[config.mk]
export PLATFORM = sky130hd
export DESIGN_NAME = keyed_last_value_macro_store_unit
export DESIGN_NICKNAME = d
export VERILOG_FILES = /design/src/sv/klvms_pkg.sv /design/src/sv/keyed_last_value_macro_store_unit.sv
export VERILOG_INCLUDE_DIRS = /design/src /design/src/sv
export SDC_FILE = /design/constraint.sdc
export NUM_CORES = 2
export LEC_CHECK = 0
export BUFFER_PORTS_ARGS = -buffer_cell sky130_fd_sc_hd__buf_2
export CAP_MARGIN = 20
export CORE_AREA = 3 3 427 429
export DETAILED_ROUTE_END_ITERATION = 8
export DIE_AREA = 0 0 430 432
export PLACE_DENSITY_LB_ADDON = 0.05
export SLEW_MARGIN = 20
export SYNTH_ARGS = -nofsm -noshare
export SYNTH_HDL_FRONTEND = slang
export SYNTH_SLANG_ARGS = --single-unit
[constraint.sdc]
create_clock -name clk -period 5.3 [get_ports clk]
set_input_delay 0.265 -clock clk [delete_from_list [all_inputs] [get_ports clk]]
set_output_delay 0.265 -clock clk [all_outputs]
set_load 0.01 [all_outputs]
[src/sv/assert_macros.svh]
// Assertion macros shared by the RTL of the keyed last-value store.
`ifndef ASSERT_MACROS_SVH
`define ASSERT_MACROS_SVH

// Same-cycle implication, checked on clk and disabled while rst_n is low.
`define ASSERT_IMPL(label, ante, cons) \
  label: assert property (@(posedge clk) disable iff (!rst_n) (ante) |-> (cons)) \
    else $error("assertion failed");

// Next-cycle implication, checked on clk and disabled while rst_n is low.
`define ASSERT_NEXT(label, ante, cons) \
  label: assert property (@(posedge clk) disable iff (!rst_n) (ante) |=> (cons)) \
    else $error("assertion failed");

`endif

[src/sv/klvms_pkg.sv]
// Package with the sizes, opcodes and entry type of the keyed last-value store.
package klvms_pkg;

  localparam int TABLE_DEPTH = 64;
  localparam int IDX_W       = $clog2(TABLE_DEPTH);
  localparam int CNT_W       = $clog2(TABLE_DEPTH + 1);
  localparam int ADDR_W      = 24;
  localparam int CHAN_W      = 4;
  localparam int VAL_W       = 14;
  localparam int OP_W        = 2;

  localparam logic [OP_W-1:0] OP_RECORD = 2'd0;
  localparam logic [OP_W-1:0] OP_REPLAY = 2'd1;
  localparam logic [OP_W-1:0] OP_CLEAR  = 2'd2;

  typedef struct packed {
    logic [ADDR_W-1:0] addr;
    logic [CHAN_W-1:0] chan;
    logic [VAL_W-1:0]  val;
  } entry_t;

endpackage

[src/sv/keyed_last_value_macro_store_unit.sv]
// Keyed last-value message store: ordered table with record, replay and clear.
//
// The input channel (in_valid, in_stall) takes one command beat: record, replay
// or clear. The result channel (out_valid, out_stall) carries one beat for each
// replayed table entry, in insertion order, with out_last_entry on the final one.
// cfg_we with cfg_wdata writes the record enable bit; the user must write it only
// while idle, as the block does not enforce this. A record on a non-empty table
// scans the stored keys through the table memory, one entry per cycle, and holds
// in_stall high until an entry matches or the last one is compared. A record into
// an empty table is written at once, with no stall. A replay streams one entry
// per cycle while the receiver does not stall, and holds the input until every
// entry has been read out. Clear, a disabled record and the unused opcode
// complete with no stall. When the receiver stalls, the output register holds
// its beat and the read pipeline pauses behind it; a new command may be taken
// while the last result still waits. Reset clears the entry count, the overflow
// flag, the record enable and all handshakes; the table memory is not cleared.
module keyed_last_value_macro_store_unit
  import klvms_pkg::*;
(
  input  logic              clk,
  input  logic              rst_n,
  input  logic              cfg_we,
  input  logic              cfg_wdata,
  input  logic              in_valid,
  output logic              in_stall,
  input  logic [OP_W-1:0]   in_opcode,
  input  logic [ADDR_W-1:0] in_control_address,
  input  logic [CHAN_W-1:0] in_channel,
  input  logic [VAL_W-1:0]  in_message_value,
  output logic              out_valid,
  input  logic              out_stall,
  output logic [ADDR_W-1:0] out_address,
  output logic [CHAN_W-1:0] out_channel,
  output logic [VAL_W-1:0]  out_value,
  output logic              out_last_entry,
  output logic              out_overflowed
);

  typedef enum logic [1:0] {
    ST_IDLE,
    ST_SCAN,
    ST_REPLAY
  } state_t;

  state_t            state_r, state_nxt;
  logic              rec_en_r, rec_en_nxt;
  logic [CNT_W-1:0]  count_r, count_nxt;
  logic              ovf_r, ovf_nxt;
  logic [CNT_W-1:0]  issue_idx_r, issue_idx_nxt;
  logic              cmp_vld_r, cmp_vld_nxt;
  logic [IDX_W-1:0]  cmp_idx_r, cmp_idx_nxt;
  logic              pend_vld_r, pend_vld_nxt;
  logic              pend_last_r, pend_last_nxt;
  logic              out_valid_r, out_valid_nxt;

  entry_t            item_r;
  entry_t            rd_data_r;
  entry_t            out_entry_r;
  logic              out_last_r;
  logic              out_ovf_r;

  entry_t            entry_mem [TABLE_DEPTH];
  logic              mem_we;
  logic [IDX_W-1:0]  mem_waddr;
  entry_t            mem_wdata;
  logic              mem_re;
  logic [IDX_W-1:0]  mem_raddr;

  logic              accept;
  logic              out_load;
  logic              key_hit;
  logic [CNT_W-1:0]  last_cnt;
  logic              room;

  assign in_stall       = (state_r != ST_IDLE);
  assign accept         = in_valid && !in_stall;
  assign out_load       = pend_vld_r && (!out_valid_r || !out_stall);
  assign last_cnt       = count_r - CNT_W'(1);
  assign room           = (count_r < CNT_W'(TABLE_DEPTH));
  assign key_hit        = (rd_data_r.addr == item_r.addr) && (rd_data_r.chan == item_r.chan);
  assign mem_raddr      = issue_idx_r[IDX_W-1:0];

  assign out_valid      = out_valid_r;
  assign out_address    = out_entry_r.addr;
  assign out_channel    = out_entry_r.chan;
  assign out_value      = out_entry_r.val;
  assign out_last_entry = out_last_r;
  assign out_overflowed = out_ovf_r;

  always_comb begin
    state_nxt     = state_r;
    rec_en_nxt    = cfg_we ? cfg_wdata : rec_en_r;
    count_nxt     = count_r;
    ovf_nxt       = ovf_r;
    issue_idx_nxt = issue_idx_r;
    cmp_vld_nxt   = 1'b0;
    cmp_idx_nxt   = cmp_idx_r;
    pend_vld_nxt  = pend_vld_r && !out_load;
    pend_last_nxt = pend_last_r;
    out_valid_nxt = out_load || (out_valid_r && out_stall);
    mem_we        = 1'b0;
    mem_waddr     = count_r[IDX_W-1:0];
    mem_wdata     = item_r;
    mem_re        = 1'b0;

    case (state_r)
      ST_IDLE: begin
        if (accept) begin
          case (in_opcode)
            OP_RECORD: begin
              if (rec_en_r) begin
                if (count_r == '0) begin
                  mem_we    = 1'b1;
                  mem_waddr = '0;
                  mem_wdata = '{addr: in_control_address, chan: in_channel,
                                val: in_message_value};
                  count_nxt = CNT_W'(1);
                end else begin
                  state_nxt     = ST_SCAN;
                  issue_idx_nxt = '0;
                end
              end
            end
            OP_REPLAY: begin
              if (count_r != '0) begin
                state_nxt     = ST_REPLAY;
                issue_idx_nxt = '0;
              end
            end
            OP_CLEAR: begin
              count_nxt = '0;
              ovf_nxt   = 1'b0;
            end
            default: begin
            end
          endcase
        end
      end

      ST_SCAN: begin
        if (issue_idx_r < count_r) begin
          mem_re        = 1'b1;
          issue_idx_nxt = issue_idx_r + CNT_W'(1);
          cmp_vld_nxt   = 1'b1;
          cmp_idx_nxt   = issue_idx_r[IDX_W-1:0];
        end
        if (cmp_vld_r && key_hit) begin
          mem_we      = 1'b1;
          mem_waddr   = cmp_idx_r;
          state_nxt   = ST_IDLE;
          cmp_vld_nxt = 1'b0;
        end else if (cmp_vld_r && (cmp_idx_r == last_cnt[IDX_W-1:0])) begin
          if (room) begin
            mem_we    = 1'b1;
            count_nxt = count_r + CNT_W'(1);
          end else begin
            ovf_nxt = 1'b1;
          end
          state_nxt   = ST_IDLE;
          cmp_vld_nxt = 1'b0;
        end
      end

      ST_REPLAY: begin
        if ((issue_idx_r < count_r) && (!pend_vld_r || out_load)) begin
          mem_re        = 1'b1;
          issue_idx_nxt = issue_idx_r + CNT_W'(1);
          pend_vld_nxt  = 1'b1;
          pend_last_nxt = (issue_idx_r == last_cnt);
        end else if ((issue_idx_r == count_r) && !pend_vld_r) begin
          state_nxt = ST_IDLE;
        end
      end

      default: begin
        state_nxt = ST_IDLE;
      end
    endcase
  end

  always_ff @(posedge clk) begin
    if (!rst_n) begin
      state_r     <= ST_IDLE;
      rec_en_r    <= 1'b0;
      count_r     <= '0;
      ovf_r       <= 1'b0;
      issue_idx_r <= '0;
      cmp_vld_r   <= 1'b0;
      cmp_idx_r   <= '0;
      pend_vld_r  <= 1'b0;
      pend_last_r <= 1'b0;
      out_valid_r <= 1'b0;
    end else begin
      state_r     <= state_nxt;
      rec_en_r    <= rec_en_nxt;
      count_r     <= count_nxt;
      ovf_r       <= ovf_nxt;
      issue_idx_r <= issue_idx_nxt;
      cmp_vld_r   <= cmp_vld_nxt;
      cmp_idx_r   <= cmp_idx_nxt;
      pend_vld_r  <= pend_vld_nxt;
      pend_last_r <= pend_last_nxt;
      out_valid_r <= out_valid_nxt;
    end
    if (accept) begin
      item_r <= '{addr: in_control_address, chan: in_channel, val: in_message_value};
    end
    if (out_load) begin
      out_entry_r <= rd_data_r;
      out_last_r  <= pend_last_r;
      out_ovf_r   <= ovf_r;
    end
  end

  always_ff @(posedge clk) begin
    if (mem_we) begin
      entry_mem[mem_waddr] <= mem_wdata;
    end
    if (mem_re) begin
      rd_data_r <= entry_mem[mem_raddr];
    end
  end

`include "assert_macros.svh"

  `ASSERT_IMPL(a_count_bound, 1'b1, count_r <= CNT_W'(TABLE_DEPTH))
  `ASSERT_IMPL(a_pend_in_replay, pend_vld_r, state_r == ST_REPLAY)
  `ASSERT_IMPL(a_cmp_in_scan, cmp_vld_r, state_r == ST_SCAN)
  `ASSERT_IMPL(a_no_write_in_replay, mem_we, state_r != ST_REPLAY)
  `ASSERT_NEXT(a_scan_leaves_idle, accept && (in_opcode == OP_RECORD) && rec_en_r
               && (count_r != '0), state_r == ST_SCAN)

endmodule
==> Flow_metrics.wiki <==
{| class="wikitable"
! Metric !! Value
|-
| Row count || 155
|-
| Post-Place Cell Area || 114000 sq um
|-
| Kind of end point of the critical path || flop
|-
| Final Cell Area || 123600 sq um
|-
| Worst IR drop on VDD || 0.3500 mV
|-
| Largest net degree at the start of global routing || 124
|-
| Max Fclk || 226.6 MHz
|-
| Class of the most critical hold timing path || primary input to flop
|-
| Post-route DRC || 0
|-
| Drt first pass iters || 5
|-
| Number of setup violations in the final report || 0
|-
| DIE AREA || around 190000 sq um
|-
| Fraction of the cycle the final worst path needs || 83.27%
|-
| Total length of routed wires || 275700 microns
|-
| Antenna violations before repair || 17
|-
| Setup total negative slack || 0 ns
|-
| Gpl congestion || 0.9086
|-
| PD cells || 383.1 nW/um^2
|-
| Worst reg2reg setup slack || 0.89 ns
|-
| Via-to-Cell Ratio || between 6 and 7
|-
| Sinks on the clock net || roughly 2800
|-
| Clock Root Buffer || clkbuf_16
|-
| Min cycle time layout || 4.413 ns
|-
| Count of vias placed by the detailed router || around 51000
|-
| Critical path data arrival time || ~5 ns
|-
| Standby leakage power || 37.54 nW
|-
| Synth-to-layout area growth || 13.68%
|-
| Number of cells traversed by the worst hold path || 2
|-
| Overall global routing resource usage || 30.53%
|-
| Post-cts gate resize count || 0
|-
| Setup slack after placement || between 1 and 1.5 ns
|-
| Worst-skew pair later-pin latency || 0.92 ns
|-
| Reg-to-reg critical path endpoint || entry_mem[29][21]
|-
| Slew at the pin closest to its max-slew limit || 1.184 ns
|-
| Slowest cell on crit path || or3b_1
|-
| RSZ-0062 raised after global routing || false
|-
| Clock transition at path regs || 0.06 ns
|-
| Number of CTS-inserted buffers || ~300
|-
| Global-route wire length before repair || 391600 microns
|-
| Hold Violations, Final || 0
|-
| Post-detailed-placement half-perimeter wirelength || approximately 160000 microns
|-
| Overall die width || 430 microns
|-
| Worst Path Class, Setup || flop to flop
|-
| Count of mapped cells out of synthesis || 4443
|-
| Largest fanout on the critical path || 22
|-
| Worst Setup Start Kind || flop
|-
| Htree depth || 5
|-
| Detailed router's first-iteration violation count || 7015
|-
| Unique masters post-synth || 63
|-
| Number of synthesized flops with an enable pin || around 2800
|-
| Number of maximum-capacitance constraint violations || 0
|-
| Net count after synthesis || approximately 4500
|-
| CTS tree || built
|-
| Worst clock skew on the final layout || 0.03530 ns
|-
| Worst hold-check slack || roughly 0.09 ns
|-
| Top_reg_cell synth || edfxtp_1
|-
| Data required time at the worst endpoint || about 5.8 ns
|-
| Initial core utilization || 60.89%
|-
| Number of standard cells in the final layout excluding fillers || 7449
|-
| Final Util || 69.22%
|-
| Aggregate global routing overflow || 0
|-
| Number of warnings reported in the yosys synthesis log || 0
|-
| Layout cell share with drive strength beyond 1 || 33.08%
|-
| Register bit count reported by yosys || around 2800
|-
| Nets || 4951
|-
| Cells traversed along the worst timing path || xor2_1, nor4_1, and4_1, nand2_1, a311oi_4, or3b_1, nor2_4, buf_4
|-
| IO Count || 96
|-
| Fraction of registers with async set or reset after synthesis || 0%
|-
| Headroom to the max-slew limit || 21.05%
|-
| Cell Count Post-Placement || 6888
|-
| Average routed wire per standard cell || about 37 microns
|-
| Final total power || roughly 47 mW
|-
| Buffers added on ports || 95
|-
| Antenna Violating Nets Remaining || 0
|-
| Delay of the slowest critical-path stage || 0.79 ns
|-
| Number of global-route vias before repair || 50770
|-
| Mean instance size in the synthesized netlist || 24.48 sq um
|-
| Die height || 432 microns
|-
| Worst path setup slack after routing || 0.8866 ns
|-
| Source of the worst register-to-register timing path || item_r[23]
|-
| Core Area || 178600 sq um
|-
| Buffer depth of the longest clock path || 4
|-
| FILL cells || 10632
|-
| R2R depth || 8
|-
| Cell area after synthesis || 108800 sq um
|-
| Setup crit start || item_r[23]
|-
| Max-slew violation count || 0
|-
| Sequential cell area fraction in the yosys report || 78.27%
|-
| Termination of the worst setup path || entry_mem[29][21]
|-
| Result of the run || finished clean
|}
## cell families after synthesis
| kind of cell | synth area share, % |
|---|---|
| AO/OA/AOI/OAI | 0.4556 |
| XOR/XNOR | 0.3727 |
| adder cells (fa/ha/maj) | 0.1611 |
| buffers and inverters | 0.9319 |
| flip-flops | 78.27 |
| multiplexers | 18.38 |
| AND/OR/NAND/NOR | 1.425 |
## synth_stat cells, types with 2 or more instances
cell type	instances	area share, %
a21boi_0	3	0.021
edfxtp_1	2816	78
o21ai_1	4	0.018
or3_1	5	0.029
or4_1	3	0.021
nand3b_1	4	0.028
nand2b_1	7	0.040
nand4_1	8	0.046
inv_1	16	0.055
and4_1	3	0.024
nand3_1	17	0.078
buf_1	9	0.031
nor4_2	3	0.035
mux4_2	882	18
dfxtp_1	28	0.52
nand4b_1	3	0.024
a32oi_1	3	0.024
xor2_1	29	0.23
and2_1	3	0.017
nor2b_1	4	0.023
buf_2	75	0.35
o21a_1	3	0.021
ha_1	14	0.16
o21ai_0	12	0.055
a21oi_1	17	0.078
nand2_1	148	0.51
nor2_2	6	0.035
or3b_1	3	0.024
a31oi_1	3	0.017
nor4_1	5	0.029
o31ai_1	4	0.028
clkbuf_1	142	0.49
and3_1	9	0.052
mux2i_1	13	0.12
o211ai_1	5	0.035
xnor2_1	12	0.097
nor3_1	7	0.032
nor2_1	88	0.30
o22ai_2	2	0.023
a21o_1	2	0.014
## placed cells by master (no fill, tap or decap), types with 8 or more instances in the layout
| cell | instances |
|---|---|
| mux4_2 | 882 |
| nor2_1 | 28 |
| and3_1 | 9 |
| inv_1 | 16 |
| mux2i_1 | 13 |
| clkinv_1 | 59 |
| nand2_1 | 139 |
| xnor2_1 | 12 |
| ha_1 | 14 |
| buf_4 | 181 |
| nor2_4 | 66 |
| a21oi_1 | 16 |
| nand2_2 | 9 |
| dfxtp_1 | 22 |
| edfxtp_1 | 2816 |
| nand3_1 | 17 |
| clkinv_2 | 46 |
| bufinv_16 | 23 |
| dlygate4sd3_1 | 52 |
| buf_12 | 41 |
| nand4_1 | 8 |
| o21ai_0 | 12 |
| buf_2 | 95 |
| clkbuf_1 | 58 |
| clkbuf_16 | 306 |
| xor2_1 | 29 |
## final cells by class
cell class | count | area [sq um] | share of cell area [%]
Sequential cell | 2844 | 85140 | 68.87
Multi-Input combinational cell | 1355 | 23150 | 18.72
Clock buffer | 365 | 7889 | 6.381
Timing Repair Buffer | 370 | 3191 | 2.581
Tap cell | 2355 | 2947 | 2.383
Clock inverter | 140 | 1246 | 1.008
Inverter | 17 | 63.81 | 0.05161
Antenna cell | 3 | 7.507 | 0.006072
## power by group
group          leakage (nW)  internal, mW  switching (mW)
clock                  4.48          11.6            8.15
combinational          7.49         0.567            1.54
sequential             25.6          25.4          0.0457
total                  37.5          37.6            9.74
## flip-flops by register name, indices dropped and copies added, names as in the netlist, 2 cells and up
register,count
item_r,42
cmp_idx_r,6
rd_data_r,42
issue_idx_r,7
state_r,2
entry_mem,2688
out_address,24
out_channel,4
count_r,7
out_value,14
## critical path: cells and delay by family (launching register included)
kind | cells | cell delay [ns]
buffers and inverters | 1 | 0.44
flip-flops | 1 | 0.41
XOR/XNOR | 1 | 0.21
AO/OA/AOI/OAI | 1 | 0.49
AND/OR/NAND/NOR | 5 | 2.40
## what timing repair did
item,in CTS,in global routing
hold buffers,52,0
buffers inserted,0,0
hold endpoints to repair,101,0
## how the worst min path moves through the flow
stage / start / to / slack, ns
2_1_floorplan: in_message_value[0] / item_r[0] / 0.36
3_3_place_gp: rd_data_r[10] / out_value[10] / 0.41
3_5_place_dp: rd_data_r[12] / out_value[12] / 0.40
6_report: in_message_value[9] / item_r[9] / 0.09
4_1_cts: in_message_value[9] / item_r[9] / 0.01
5_1_grt: in_message_value[9] / item_r[9] / 0.06
## metal layers
metal	vias to the layer above	part of all wire, %	GRT usage, %	wire length [microns]
met5	-	0.013	0	35
met4	6	3.8	10.73	10600
met3	442	9.5	6.151	26260
met2	2710	48	47.51	133000
met1	27384	38	44.32	105800
li1	20047	-	-	-
Note: power is estimated with default switching activity, not from simulation.
